==> src/rbps_pkg.sv <==
// Shared types, codes and constants of the fan remote button press sequencer.
`timescale 1ns / 1ps

package rbps_pkg;

    // Queue of waiting presses.
    localparam int QUEUE_DEPTH = 20;
    localparam int QPTR_W      = (QUEUE_DEPTH > 1) ? $clog2(QUEUE_DEPTH) : 1;
    localparam int QCNT_W      = $clog2(QUEUE_DEPTH + 1);
    localparam int QSUM_W      = QCNT_W + 1;

    localparam logic [QPTR_W-1:0] QPTR_LAST = QPTR_W'(QUEUE_DEPTH - 1);
    localparam logic [QCNT_W-1:0] QCNT_FULL = QCNT_W'(QUEUE_DEPTH);
    localparam logic [QSUM_W-1:0] QSUM_WRAP = QSUM_W'(QUEUE_DEPTH);

    // Field widths.
    localparam int CMD_W    = 3;
    localparam int VALUE_W  = 16;
    localparam int PIN_W    = 6;
    localparam int CFG_PIN_W = 7;
    localparam int MAXB_W   = 15;
    localparam int CFG_IDX_W = 3;
    localparam int CFG_DATA_W = 15;

    // Timing and defaults.
    localparam logic signed [VALUE_W-1:0] PRESS_MS      = 16'sd200;
    localparam logic signed [VALUE_W-1:0] DEFAULT_SPEED = 16'sd3;
    localparam logic signed [CFG_PIN_W-1:0] PIN_NONE    = -7'sd1;
    localparam logic [MAXB_W-1:0] MAXB_RESET            = 15'd3;

    // Command codes.
    typedef enum logic [CMD_W-1:0] {
        CMD_TICK        = 3'd0,
        CMD_SET_BRIGHT  = 3'd1,
        CMD_TURN_LIGHT  = 3'd2,
        CMD_SET_SPEED   = 3'd3,
        CMD_TURN_FAN    = 3'd4,
        CMD_HOLD_LIGHT  = 3'd5
    } cmd_t;

    // Configuration register indexes.
    typedef enum logic [CFG_IDX_W-1:0] {
        REG_LIGHT_PIN      = 3'd0,
        REG_LIGHT_OFF_PIN  = 3'd1,
        REG_FAN_FAST_PIN   = 3'd2,
        REG_FAN_MEDIUM_PIN = 3'd3,
        REG_FAN_SLOW_PIN   = 3'd4,
        REG_FAN_OFF_PIN    = 3'd5,
        REG_MAX_BRIGHTNESS = 3'd6
    } cfg_reg_t;

    // Classified item handed from the front part to the back part.
    typedef struct packed {
        logic                        is_tick;
        logic                        press_req;
        logic [PIN_W-1:0]            pin;
        logic signed [VALUE_W-1:0]   time_ms;
        logic                        light_on;
        logic signed [VALUE_W-1:0]   brightness;
        logic                        fan_on;
        logic signed [VALUE_W-1:0]   speed;
    } op_t;

endpackage

==> src/rbps_cmd_if.sv <==
// Command channel: one command item with its value.
`timescale 1ns / 1ps

interface rbps_cmd_if;
    logic                                    valid;
    logic                                    ready;
    logic [rbps_pkg::CMD_W-1:0]              cmd;
    logic signed [rbps_pkg::VALUE_W-1:0]     value;

    modport source (output valid, output cmd, output value, input ready);
    modport sink   (input valid, input cmd, input value, output ready);
endinterface

==> src/rbps_result_if.sv <==
// Result channel: pin events and light and fan status of one item.
`timescale 1ns / 1ps

interface rbps_result_if;
    logic                                    valid;
    logic                                    ready;
    logic                                    release_valid;
    logic [rbps_pkg::PIN_W-1:0]              release_pin;
    logic                                    press_valid;
    logic [rbps_pkg::PIN_W-1:0]              press_pin;
    logic                                    queue_overflow;
    logic                                    light_on;
    logic signed [rbps_pkg::VALUE_W-1:0]     brightness;
    logic                                    fan_on;
    logic signed [rbps_pkg::VALUE_W-1:0]     speed;

    modport source (output valid, output release_valid, output release_pin,
                    output press_valid, output press_pin, output queue_overflow,
                    output light_on, output brightness, output fan_on, output speed,
                    input ready);
    modport sink   (input valid, input release_valid, input release_pin,
                    input press_valid, input press_pin, input queue_overflow,
                    input light_on, input brightness, input fan_on, input speed,
                    output ready);
endinterface

==> src/rbps_front.sv <==
// Front part: configuration registers, light and fan status, command classification.
`timescale 1ns / 1ps

module rbps_front (
    input  logic                                clk,
    input  logic                                rst_n,
    rbps_cmd_if.sink                            cmd_ch,
    input  logic                                cfg_we,
    input  logic [rbps_pkg::CFG_IDX_W-1:0]      cfg_index,
    input  logic [rbps_pkg::CFG_DATA_W-1:0]     cfg_data,
    output logic                                push_valid,
    input  logic                                push_ready,
    output rbps_pkg::op_t                       push_op
);

    logic signed [rbps_pkg::CFG_PIN_W-1:0] light_pin_reg;
    logic signed [rbps_pkg::CFG_PIN_W-1:0] light_off_pin_reg;
    logic signed [rbps_pkg::CFG_PIN_W-1:0] fan_fast_pin_reg;
    logic signed [rbps_pkg::CFG_PIN_W-1:0] fan_medium_pin_reg;
    logic signed [rbps_pkg::CFG_PIN_W-1:0] fan_slow_pin_reg;
    logic signed [rbps_pkg::CFG_PIN_W-1:0] fan_off_pin_reg;
    logic [rbps_pkg::MAXB_W-1:0]           max_brightness_reg;

    logic                                  light_state_reg, light_state_next;
    logic                                  fan_state_reg, fan_state_next;
    logic signed [rbps_pkg::VALUE_W-1:0]   bright_level_reg, bright_level_next;
    logic signed [rbps_pkg::VALUE_W-1:0]   speed_level_reg, speed_level_next;

    logic                                  accept;
    logic                                  req;
    logic signed [rbps_pkg::CFG_PIN_W-1:0] sel_pin;
    logic signed [rbps_pkg::VALUE_W-1:0]   sel_time;
    logic signed [rbps_pkg::VALUE_W-1:0]   fan_s;
    logic signed [rbps_pkg::CFG_PIN_W-1:0] light_off_sel;
    logic                                  is_tick;
    logic signed [rbps_pkg::VALUE_W-1:0]   val;

    assign val          = cmd_ch.value;
    assign accept       = cmd_ch.valid && push_ready;
    assign cmd_ch.ready = push_ready;
    assign push_valid   = cmd_ch.valid;

    // The light off command falls back to the light button when no off button exists.
    assign light_off_sel = light_off_pin_reg[rbps_pkg::CFG_PIN_W-1] ? light_pin_reg
                                                                    : light_off_pin_reg;

    // Configuration writes.
    always_ff @(posedge clk or negedge rst_n)
    begin
        if (!rst_n)
        begin
            light_pin_reg      <= rbps_pkg::PIN_NONE;
            light_off_pin_reg  <= rbps_pkg::PIN_NONE;
            fan_fast_pin_reg   <= rbps_pkg::PIN_NONE;
            fan_medium_pin_reg <= rbps_pkg::PIN_NONE;
            fan_slow_pin_reg   <= rbps_pkg::PIN_NONE;
            fan_off_pin_reg    <= rbps_pkg::PIN_NONE;
            max_brightness_reg <= rbps_pkg::MAXB_RESET;
        end
        else if (cfg_we)
        begin
            case (cfg_index)
                rbps_pkg::REG_LIGHT_PIN:      light_pin_reg      <= cfg_data[6:0];
                rbps_pkg::REG_LIGHT_OFF_PIN:  light_off_pin_reg  <= cfg_data[6:0];
                rbps_pkg::REG_FAN_FAST_PIN:   fan_fast_pin_reg   <= cfg_data[6:0];
                rbps_pkg::REG_FAN_MEDIUM_PIN: fan_medium_pin_reg <= cfg_data[6:0];
                rbps_pkg::REG_FAN_SLOW_PIN:   fan_slow_pin_reg   <= cfg_data[6:0];
                rbps_pkg::REG_FAN_OFF_PIN:    fan_off_pin_reg    <= cfg_data[6:0];
                rbps_pkg::REG_MAX_BRIGHTNESS: max_brightness_reg <= cfg_data;
                default:                      ;
            endcase
        end
    end

    // Speed requested by a speed or fan command; turning the fan on reuses a positive
    // stored speed and otherwise the default speed.
    always_comb
    begin
        if (cmd_ch.cmd == rbps_pkg::CMD_SET_SPEED || val == '0)
            fan_s = val;
        else if (!speed_level_reg[rbps_pkg::VALUE_W-1] && speed_level_reg != '0)
            fan_s = speed_level_reg;
        else
            fan_s = rbps_pkg::DEFAULT_SPEED;
    end

    // Command decode: status update and the press that the command asks for.
    always_comb
    begin
        light_state_next  = light_state_reg;
        fan_state_next    = fan_state_reg;
        bright_level_next = bright_level_reg;
        speed_level_next  = speed_level_reg;
        req               = 1'b0;
        sel_pin           = light_pin_reg;
        sel_time          = rbps_pkg::PRESS_MS;
        is_tick           = 1'b0;
        case (cmd_ch.cmd)
            rbps_pkg::CMD_TICK:
            begin
                is_tick = 1'b1;
            end
            rbps_pkg::CMD_SET_BRIGHT:
            begin
                if (val == '0)
                begin
                    light_state_next = 1'b0;
                    req              = 1'b1;
                    sel_pin          = light_off_sel;
                end
                else if (!val[rbps_pkg::VALUE_W-1])
                begin
                    light_state_next  = 1'b1;
                    bright_level_next = val;
                    req               = 1'b1;
                end
            end
            rbps_pkg::CMD_TURN_LIGHT:
            begin
                if (val == '0)
                begin
                    light_state_next = 1'b0;
                    req              = 1'b1;
                    sel_pin          = light_off_sel;
                end
                else
                begin
                    light_state_next  = 1'b1;
                    bright_level_next = {1'b0, max_brightness_reg};
                    req               = 1'b1;
                end
            end
            rbps_pkg::CMD_SET_SPEED, rbps_pkg::CMD_TURN_FAN:
            begin
                if (fan_s == '0)
                begin
                    fan_state_next = 1'b0;
                    req            = 1'b1;
                    sel_pin        = fan_off_pin_reg;
                end
                else
                begin
                    fan_state_next   = 1'b1;
                    speed_level_next = fan_s;
                    if (fan_s == 16'sd1)
                    begin
                        req     = 1'b1;
                        sel_pin = fan_slow_pin_reg;
                    end
                    else if (fan_s == 16'sd2)
                    begin
                        req     = 1'b1;
                        sel_pin = fan_medium_pin_reg;
                    end
                    else if (fan_s == 16'sd3)
                    begin
                        req     = 1'b1;
                        sel_pin = fan_fast_pin_reg;
                    end
                end
            end
            rbps_pkg::CMD_HOLD_LIGHT:
            begin
                req      = 1'b1;
                sel_time = val;
            end
            default:
            begin
            end
        endcase
    end

    // A disabled (negative) pin asks for no press at all.
    always_comb
    begin
        push_op            = '0;
        push_op.is_tick    = is_tick;
        push_op.press_req  = req && !sel_pin[rbps_pkg::CFG_PIN_W-1];
        push_op.pin        = sel_pin[rbps_pkg::PIN_W-1:0];
        push_op.time_ms    = sel_time;
        push_op.light_on   = light_state_next;
        push_op.brightness = light_state_next ? bright_level_next : '0;
        push_op.fan_on     = fan_state_next;
        push_op.speed      = fan_state_next ? speed_level_next : '0;
    end

    // Status registers change only with an accepted item.
    always_ff @(posedge clk or negedge rst_n)
    begin
        if (!rst_n)
        begin
            light_state_reg  <= 1'b0;
            fan_state_reg    <= 1'b0;
            bright_level_reg <= '0;
            speed_level_reg  <= '0;
        end
        else if (accept)
        begin
            light_state_reg  <= light_state_next;
            fan_state_reg    <= fan_state_next;
            bright_level_reg <= bright_level_next;
            speed_level_reg  <= speed_level_next;
        end
    end

endmodule

==> src/rbps_op_fifo.sv <==
// Two-entry queue of classified items between the front and back parts.
`timescale 1ns / 1ps

module rbps_op_fifo (
    input  logic            clk,
    input  logic            rst_n,
    input  logic            push_valid,
    output logic            push_ready,
    input  rbps_pkg::op_t   push_op,
    output logic            pop_valid,
    input  logic            pop_ready,
    output rbps_pkg::op_t   pop_op
);

    rbps_pkg::op_t  slot_reg [2];
    logic           wr_ptr_reg;
    logic           rd_ptr_reg;
    logic [1:0]     count_reg;
    logic           push;
    logic           pop;

    assign push_ready = (count_reg != 2'd2);
    assign pop_valid  = (count_reg != 2'd0);
    assign pop_op     = slot_reg[rd_ptr_reg];
    assign push       = push_valid && push_ready;
    assign pop        = pop_valid && pop_ready;

    // Entry storage.
    always_ff @(posedge clk)
    begin
        if (push)
        begin
            slot_reg[wr_ptr_reg] <= push_op;
        end
    end

    // Pointers and fill count.
    always_ff @(posedge clk or negedge rst_n)
    begin
        if (!rst_n)
        begin
            wr_ptr_reg <= 1'b0;
            rd_ptr_reg <= 1'b0;
            count_reg  <= 2'd0;
        end
        else
        begin
            if (push)
            begin
                wr_ptr_reg <= !wr_ptr_reg;
            end
            if (pop)
            begin
                rd_ptr_reg <= !rd_ptr_reg;
            end
            if (push && !pop)
            begin
                count_reg <= count_reg + 2'd1;
            end
            else if (pop && !push)
            begin
                count_reg <= count_reg - 2'd1;
            end
        end
    end

endmodule

==> src/rbps_back.sv <==
// Back part: held button timer, queue of waiting presses and the result register.
`timescale 1ns / 1ps

module rbps_back (
    input  logic            clk,
    input  logic            rst_n,
    input  logic            op_valid,
    output logic            op_ready,
    input  rbps_pkg::op_t   op,
    rbps_result_if.source   result_ch
);

    logic                                   held_active_reg, held_active_next;
    logic [rbps_pkg::PIN_W-1:0]             held_pin_reg, held_pin_next;
    logic [rbps_pkg::VALUE_W-1:0]           hold_left_reg, hold_left_next;
    logic [rbps_pkg::QPTR_W-1:0]            head_reg, head_next;
    logic [rbps_pkg::QCNT_W-1:0]            count_reg, count_next;
    logic [rbps_pkg::PIN_W-1:0]             qpin_reg [rbps_pkg::QUEUE_DEPTH];
    logic signed [rbps_pkg::VALUE_W-1:0]    qtime_reg [rbps_pkg::QUEUE_DEPTH];

    logic                                   take;
    logic                                   enq;
    logic [rbps_pkg::QSUM_W-1:0]            slot_sum;
    logic [rbps_pkg::QSUM_W-1:0]            slot_wrap;
    logic [rbps_pkg::QPTR_W-1:0]            enq_slot;
    logic                                   start;
    logic [rbps_pkg::PIN_W-1:0]             start_pin;
    logic signed [rbps_pkg::VALUE_W-1:0]    start_time;
    logic                                   rel;
    logic [rbps_pkg::PIN_W-1:0]             rel_pin;
    logic                                   ovf;

    logic                                   out_valid_reg;
    logic                                   rel_valid_reg;
    logic [rbps_pkg::PIN_W-1:0]             rel_pin_reg;
    logic                                   press_valid_reg;
    logic [rbps_pkg::PIN_W-1:0]             press_pin_reg;
    logic                                   ovf_reg;
    logic                                   light_on_reg;
    logic signed [rbps_pkg::VALUE_W-1:0]    brightness_reg;
    logic                                   fan_on_reg;
    logic signed [rbps_pkg::VALUE_W-1:0]    speed_reg;

    // An item is taken whenever the result register is free or being emptied.
    assign op_ready = !out_valid_reg || result_ch.ready;
    assign take     = op_valid && op_ready;

    // Tail slot of the press queue: head plus count, wrapped once.
    assign slot_sum  = rbps_pkg::QSUM_W'(head_reg) + rbps_pkg::QSUM_W'(count_reg);
    assign slot_wrap = (slot_sum >= rbps_pkg::QSUM_WRAP) ? slot_sum - rbps_pkg::QSUM_WRAP
                                                         : slot_sum;
    assign enq_slot  = slot_wrap[rbps_pkg::QPTR_W-1:0];

    // Tick handling, queuing and the start of a press.
    always_comb
    begin
        held_active_next = held_active_reg;
        held_pin_next    = held_pin_reg;
        hold_left_next   = hold_left_reg;
        head_next        = head_reg;
        count_next       = count_reg;
        enq              = 1'b0;
        start            = 1'b0;
        start_pin        = op.pin;
        start_time       = op.time_ms;
        rel              = 1'b0;
        rel_pin          = '0;
        ovf              = 1'b0;
        if (op.is_tick)
        begin
            if (held_active_reg)
            begin
                if (hold_left_reg > 16'd1)
                begin
                    hold_left_next = hold_left_reg - 16'd1;
                end
                else
                begin
                    rel              = 1'b1;
                    rel_pin          = held_pin_reg;
                    held_active_next = 1'b0;
                    hold_left_next   = '0;
                    if (count_reg != '0)
                    begin
                        start      = 1'b1;
                        start_pin  = qpin_reg[head_reg];
                        start_time = qtime_reg[head_reg];
                        head_next  = (head_reg == rbps_pkg::QPTR_LAST) ? '0
                                                                       : head_reg + 1'b1;
                        count_next = count_reg - 1'b1;
                    end
                end
            end
        end
        else if (op.press_req)
        begin
            if (held_active_reg)
            begin
                if (count_reg == rbps_pkg::QCNT_FULL)
                begin
                    ovf = 1'b1;
                end
                else
                begin
                    enq        = 1'b1;
                    count_next = count_reg + 1'b1;
                end
            end
            else
            begin
                start = 1'b1;
            end
        end
        // A negative hold time counts as zero.
        if (start)
        begin
            held_active_next = 1'b1;
            held_pin_next    = start_pin;
            hold_left_next   = start_time[rbps_pkg::VALUE_W-1] ? '0 : start_time;
        end
    end

    // Press queue storage.
    always_ff @(posedge clk)
    begin
        if (take && enq)
        begin
            qpin_reg[enq_slot]  <= op.pin;
            qtime_reg[enq_slot] <= op.time_ms;
        end
    end

    // Held button and queue pointers.
    always_ff @(posedge clk or negedge rst_n)
    begin
        if (!rst_n)
        begin
            held_active_reg <= 1'b0;
            held_pin_reg    <= '0;
            hold_left_reg   <= '0;
            head_reg        <= '0;
            count_reg       <= '0;
        end
        else if (take)
        begin
            held_active_reg <= held_active_next;
            held_pin_reg    <= held_pin_next;
            hold_left_reg   <= hold_left_next;
            head_reg        <= head_next;
            count_reg       <= count_next;
        end
    end

    // Result register valid flag.
    always_ff @(posedge clk or negedge rst_n)
    begin
        if (!rst_n)
        begin
            out_valid_reg <= 1'b0;
        end
        else if (take)
        begin
            out_valid_reg <= 1'b1;
        end
        else if (result_ch.ready)
        begin
            out_valid_reg <= 1'b0;
        end
    end

    // Result register payload.
    always_ff @(posedge clk)
    begin
        if (take)
        begin
            rel_valid_reg   <= rel;
            rel_pin_reg     <= rel_pin;
            press_valid_reg <= start;
            press_pin_reg   <= start ? start_pin : '0;
            ovf_reg         <= ovf;
            light_on_reg    <= op.light_on;
            brightness_reg  <= op.brightness;
            fan_on_reg      <= op.fan_on;
            speed_reg       <= op.speed;
        end
    end

    assign result_ch.valid          = out_valid_reg;
    assign result_ch.release_valid  = rel_valid_reg;
    assign result_ch.release_pin    = rel_pin_reg;
    assign result_ch.press_valid    = press_valid_reg;
    assign result_ch.press_pin      = press_pin_reg;
    assign result_ch.queue_overflow = ovf_reg;
    assign result_ch.light_on       = light_on_reg;
    assign result_ch.brightness     = brightness_reg;
    assign result_ch.fan_on         = fan_on_reg;
    assign result_ch.speed          = speed_reg;

endmodule

==> src/remote_button_press_sequencer.sv <==
// Top level of the fan remote button press sequencer.
`timescale 1ns / 1ps

// Commands arrive on cmd_ch (valid/ready): light and fan commands, button holds and
// one-millisecond ticks. Each accepted item yields exactly one result item on
// result_ch with the release and press pin events, the overflow flag and the
// light and fan status after that item.
// Configuration is written through cfg_we, cfg_index and cfg_data while the block is
// idle; register indexes follow the register list, index 7 is ignored.
// An accepted item passes through the two-entry queue and the back part's update into the
// result register, where it is presented until the receiver takes it.
// Throughput: one item per cycle while the receiver takes results; every item takes
// one pass through the front decode and one back-part held-button and press-queue update.
// A two-entry queue sits between the front and back parts, and the result register
// frees itself in the cycle it is taken, so a new item is accepted while a result waits.
// When the receiver stalls, results stay in the output register, the inner queue
// fills and cmd_ch.ready drops after at most two more items; nothing is lost.
// Reset clears the light and fan status, the held button and the press queue and
// sets all pins to disabled and max_brightness to 3; no clearing pass is needed.
module remote_button_press_sequencer (
    input  logic                                clk,
    input  logic                                rst_n,
    rbps_cmd_if.sink                            cmd_ch,
    rbps_result_if.source                       result_ch,
    input  logic                                cfg_we,
    input  logic [rbps_pkg::CFG_IDX_W-1:0]      cfg_index,
    input  logic [rbps_pkg::CFG_DATA_W-1:0]     cfg_data
);

    logic            push_valid;
    logic            push_ready;
    rbps_pkg::op_t   push_op;
    logic            pop_valid;
    logic            pop_ready;
    rbps_pkg::op_t   pop_op;

    // Front part: decode and status.
    rbps_front u_front (
        .clk        (clk),
        .rst_n      (rst_n),
        .cmd_ch     (cmd_ch),
        .cfg_we     (cfg_we),
        .cfg_index  (cfg_index),
        .cfg_data   (cfg_data),
        .push_valid (push_valid),
        .push_ready (push_ready),
        .push_op    (push_op)
    );

    // Decoupling queue.
    rbps_op_fifo u_op_fifo (
        .clk        (clk),
        .rst_n      (rst_n),
        .push_valid (push_valid),
        .push_ready (push_ready),
        .push_op    (push_op),
        .pop_valid  (pop_valid),
        .pop_ready  (pop_ready),
        .pop_op     (pop_op)
    );

    // Back part: button timing and results.
    rbps_back u_back (
        .clk        (clk),
        .rst_n      (rst_n),
        .op_valid   (pop_valid),
        .op_ready   (pop_ready),
        .op         (pop_op),
        .result_ch  (result_ch)
    );

endmodule

==> src/flat_wrapper.sv <==
// flat-port wrapper written by rule: the top's interface ports become plain ports
module remote_button_press_sequencer_flat 
  (clk, rst_n, cfg_we, cfg_index, cfg_data, cmd_ch_valid, cmd_ch_cmd, cmd_ch_value, cmd_ch_ready, result_ch_valid, result_ch_release_valid, result_ch_release_pin, result_ch_press_valid, result_ch_press_pin, result_ch_queue_overflow, result_ch_light_on, result_ch_brightness, result_ch_fan_on, result_ch_speed, result_ch_ready);
  rbps_cmd_if cmd_ch_i ();
  rbps_result_if result_ch_i ();
  input  logic clk;
  input  logic rst_n;
  input  logic cfg_we;
  input  logic [rbps_pkg::CFG_IDX_W-1:0] cfg_index;
  input  logic [rbps_pkg::CFG_DATA_W-1:0] cfg_data;
  input wire logic [$bits(cmd_ch_i.valid)-1:0] cmd_ch_valid;
  input wire logic [$bits(cmd_ch_i.cmd)-1:0] cmd_ch_cmd;
  input wire logic [$bits(cmd_ch_i.value)-1:0] cmd_ch_value;
  output wire logic [$bits(cmd_ch_i.ready)-1:0] cmd_ch_ready;
  output wire logic [$bits(result_ch_i.valid)-1:0] result_ch_valid;
  output wire logic [$bits(result_ch_i.release_valid)-1:0] result_ch_release_valid;
  output wire logic [$bits(result_ch_i.release_pin)-1:0] result_ch_release_pin;
  output wire logic [$bits(result_ch_i.press_valid)-1:0] result_ch_press_valid;
  output wire logic [$bits(result_ch_i.press_pin)-1:0] result_ch_press_pin;
  output wire logic [$bits(result_ch_i.queue_overflow)-1:0] result_ch_queue_overflow;
  output wire logic [$bits(result_ch_i.light_on)-1:0] result_ch_light_on;
  output wire logic [$bits(result_ch_i.brightness)-1:0] result_ch_brightness;
  output wire logic [$bits(result_ch_i.fan_on)-1:0] result_ch_fan_on;
  output wire logic [$bits(result_ch_i.speed)-1:0] result_ch_speed;
  input wire logic [$bits(result_ch_i.ready)-1:0] result_ch_ready;
  assign cmd_ch_i.valid = cmd_ch_valid;
  assign cmd_ch_i.cmd = cmd_ch_cmd;
  assign cmd_ch_i.value = cmd_ch_value;
  assign cmd_ch_ready = cmd_ch_i.ready;
  assign result_ch_valid = result_ch_i.valid;
  assign result_ch_release_valid = result_ch_i.release_valid;
  assign result_ch_release_pin = result_ch_i.release_pin;
  assign result_ch_press_valid = result_ch_i.press_valid;
  assign result_ch_press_pin = result_ch_i.press_pin;
  assign result_ch_queue_overflow = result_ch_i.queue_overflow;
  assign result_ch_light_on = result_ch_i.light_on;
  assign result_ch_brightness = result_ch_i.brightness;
  assign result_ch_fan_on = result_ch_i.fan_on;
  assign result_ch_speed = result_ch_i.speed;
  assign result_ch_i.ready = result_ch_ready;
  remote_button_press_sequencer u_core (.clk(clk), .rst_n(rst_n), .cmd_ch(cmd_ch_i), .result_ch(result_ch_i), .cfg_we(cfg_we), .cfg_index(cfg_index), .cfg_data(cfg_data));
endmodule
==> config.mk <==
export PLATFORM = sky130hd
export DESIGN_NAME = remote_button_press_sequencer_flat
export DESIGN_NICKNAME = d
export VERILOG_FILES = /design/src/rbps_pkg.sv /design/src/rbps_cmd_if.sv /design/src/rbps_result_if.sv /design/src/rbps_front.sv /design/src/rbps_op_fifo.sv /design/src/rbps_back.sv /design/src/remote_button_press_sequencer.sv /design/src/flat_wrapper.sv
export SDC_FILE = /design/constraint.sdc
export NUM_CORES = 1
export LEC_CHECK = 0
export ABC_AREA = 1
export BUFFER_PORTS_ARGS = -buffer_cell sky130_fd_sc_hd__buf_2
export CORE_UTILIZATION = 63
export CTS_CLUSTER_SIZE = 10
export DETAILED_ROUTE_END_ITERATION = 7
export GPL_TIMING_DRIVEN = 1
export PLACE_DENSITY = 0.81
export SETUP_SLACK_MARGIN = 0.1
export SYNTH_ARGS = -nofsm -noshare
export SYNTH_HDL_FRONTEND = slang
export SYNTH_SLANG_ARGS = --single-unit
==> constraint.sdc <==
create_clock -name clk -period 9.3 [get_ports clk]
set_input_delay 0.465 -clock clk [delete_from_list [all_inputs] [get_ports clk]]
set_output_delay 0.465 -clock clk [all_outputs]
set_load 0.02 [all_outputs]
==> out/metrics.csv <==
stage,metric,value,unit
die,dieHeight,224,um
cts,cts_setup_buffers,0,
worst_setup_path,worstSetupPathType,register to register,
yosys,synthFlopType,edfxtp_1,
worst_setup_path,cp_num_buf_inv,3,
yosys,ys_warn_count,0,
outcome,status,"complete, no violations",
sta,slew-limit-headroom,13.9,%
finish,syn2layout_area_growth,11.0,%
place,gp_congestion,0.931,
finish,post-route-cell-area,34500,um2
place,io_buffers,92,
die,ioPinCount,93,
yosys,synth_edf_count,605,
yosys,yosysUniqueCellTypes,59,
yosys,ys_seq_area_share,69.0,%
sta,setup_ws,3950,ps
place,placed_area,32100,um2
worst_setup_path,path_cells,buf_4 > clkinv_2 > buf_4 > fa_1 > xnor2_1 > ha_1 > nor3b_1 > o21ai_0 > nand2_1 > nand2_1 > xnor2_1 > nand3_1 > nor2_2,
pwr,pwr_density_cell,296,nW/um2
grt,grt_pass1_vias,20967,
place,post-place-cells,3411,
yosys,synthTopCellsByCount,"edfxtp_1, nand2_1, nor2_1",
finish,final_core_util,70.6,%
yosys,synth_top_area_share,58.5,%
finish,fill_cells,3281,
die,coreArea,48800,um2
worst_setup_path,regToRegEndpoint,u_core.u_back.qtime_reg[19][5],
finish,final_nets,2891,
worst_setup_path,critPathMaxFanout,51,
worst_setup_path,worstSetupStartpoint,u_core.u_back.head_reg[1],
sta,min_period,5350,ps
sta,drv_slew,0,
worst_setup_path,worstReg2RegStart,u_core.u_back.head_reg[1],
worst_setup_path,reg2reg_setup_slack,3950,ps
finish,final_cells,3547,
die,num_rows,81,
cts,cts_inserted_buffers,83,
drt,first_iter_violations,3278,
yosys,synth_seq_cells,734,
yosys,syn_area,31100,um2
grt,top_usage_layer,met2,
finish,drive_gt1_share,12.5,%
grt,grt_use_met3,6.56,%
pwr,p_sw_share,33.4,%
drt,num_vias,22014,
grt,antenna_found_initial,2,
worst_setup_path,cp.required,9510,ps
worst_setup_path,rr_worst_depth,13,
pwr,power_frac_comb,25.4,%
pwr,irDropWorstVdd,0.000256,V
grt,met2_usage,50.2,%
pwr,intPower,6.79,mW
pwr,total_leakage_power,12.9,nW
sta,tns,0,ps
cts,clockBufferDepth,3,
grt,overflow,0,
grt,grt_pass1_wl,122,mm
worst_hold_path,hold_class,primary input to register,
worst_setup_path,critical_path_arrival,5560,ps
yosys,async_flop_share,17.6,%
flow_run,drv_cap,0,
worst_setup_path,slowest_stage,nor2_2,
yosys,syn_avg_cell_area,11.3,um2
worst_hold_path,worstHoldPathCells,2,
yosys,syn_inst,2757,
worst_hold_path,hold_path_end,u_core.u_back.result_ch.valid,
pwr,p_switching,3.41,mW
drt,routed_via_density,6.21,
sta,setup_viol,0,
grt,grt_util_met1,46.0,%
drt,remaining_drc_errors,0,
grt,grt_max_degree,122,
sta,max_clock_freq,187,MHz
worst_setup_path,cpPeakStageDelay,1040,ps
sta,worst_pin_slew,1290,ps
grt,grt_usage,32.5,%
yosys,synth_nets,2815,
yosys,yosys.area.top_type,edfxtp_1,
sta,period_share,57.5,%
finish,largest_reg_flops,320,
die,die_x,224,um
place,dp_slack,4050,ps
worst_setup_path,endpoint_kind,register,
worst_setup_path,critical_path.top_delay_family,simple AND/OR/NAND/NOR gates,
pwr,seq_power_share,46.1,%
cts,cts_root_buf,clkbuf_16,
yosys,yosysMostFrequentCell,edfxtp_1,
pwr,pwr-share-clk,28.5,%
worst_setup_path,cp-start-kind,register,
cts,clk_pin_slew,50,ps
drt,drt_first_pass_iters,6,
die,dieArea,50200,um2
sta,finClkSkew,17.3,ps
drt,ant_nets,0,
finish,antennaDiodeCount,0,
cts,cts.sinks,734,
cts,tritoncts,built,
worst_hold_path,min_from,result_ch_ready,
sta,hold_viol,0,
cts,ctsHtreeMaxLevel,3,
sta,rsz0062_at_grt,false,
drt,wl_per_cell,22.9,um
cts,clk_latency,620,ps
drt,finalWirelength,81.4,mm
yosys,yosys-top-cells-area,"edfxtp_1, dfrtp_1, nand2_1",
die,start_util,63.6,%
place,dp_hpwl,50.5,mm
-- routing by layer --
layer / share of wire, % / wire, um / vias to the layer above
met5: 0.020 / 16 / -
met4: 3.6 / 2910 / 2
met3: 11 / 9080 / 195
met2: 47 / 37900 / 1377
met1: 39 / 31400 / 10643
li1: - / - / 9797
-- worst register-to-register path: stages (launching register included) --
cell and delay [ps]:
dfrtp_2 330, buf_4 490, clkinv_2 560, buf_4 430, fa_1 520, xnor2_1 350, ha_1 210, nor3b_1 170
o21ai_0 90, nand2_1 150, nand2_1 80, xnor2_1 230, nand3_1 270, nor2_2 1040
-- power groups by stage --
stage                     clock [mW]  combinational (mW)  sequential, mW
after floorplan                    0                1.46            4.84
after global placement             0                2.46            4.73
after detailed placement           0                2.52            4.75
after CTS                       2.91                2.55            4.69
after global routing            3.04                2.80            4.74
final                           2.91                2.59            4.70
-- area by class of cell --
class | instances | area, um2 | share of cell area [%]
Clock buffer | 134 | 2340 | 6.79
Clock inverter | 1 | 16.3 | 0.0471
Inverter | 223 | 843 | 2.44
Multi-Input combinational cell | 1662 | 8280 | 24.0
Sequential cell | 734 | 21500 | 62.2
Tap cell | 664 | 831 | 2.41
Timing Repair Buffer | 129 | 743 | 2.15
-- cells by family after synthesis --
| group | count (synthesis) | synth area share (%) |
|---|---|---|
| and+or+nand+nor | 1012 | 13.5 |
| DFF | 734 | 69.0 |
| AOI/OAI and AO/OA | 604 | 11.3 |
| buffers and inverters | 361 | 4.60 |
| xor gates and xnor gates | 23 | 0.648 |
| adders and majority gates | 16 | 0.692 |
| muxes | 7 | 0.229 |
-- metrics by stage --
stage	power (mW)	hold WS, ps
2_1_floorplan	6.30	169
3_3_place_gp	7.19	464
3_5_place_dp	7.27	468
4_1_cts	10.1	28.4
5_1_grt	10.6	48.7
6_report	10.2	52.4
-- what timing repair did --
item	in CTS	in global routing
hold buffers	1	0
resized for setup	0	0
endpoints found under the hold margin	18	0
-- cells in the final DEF, fill, tap and decap left out, drive strengths merged, types with 11 or more instances in the layout --
cell / count
xor2: 18
o21ai: 269
or2: 20
dfrtp: 85
nand2: 582
a32oi: 11
a21oi: 148
clkbuf: 134
nand3: 86
o211ai: 17
nor3: 16
o22ai: 62
ha: 14
buf: 128
dfstp: 44
edfxtp: 605
nand4: 12
nor2: 286
a22oi: 25
inv: 220
o221ai: 18
-- how the worst max path moves through the flow --
stage	endpoint	slack (ps)	depth (start not counted)
after detailed placement	u_core.u_back.qtime_reg[19][1]	4050	13
after global placement	u_core.u_back.qtime_reg[19][10]	4150	13
after floorplan	u_core.u_back.qpin_reg[17][0]	3650	7
final	u_core.u_back.qtime_reg[19][5]	3950	13
after CTS	u_core.u_back.qtime_reg[19][13]	4020	13
after global routing	u_core.u_back.qtime_reg[19][5]	3640	13
No activity file was read; power rests on OpenSTA's default activity.
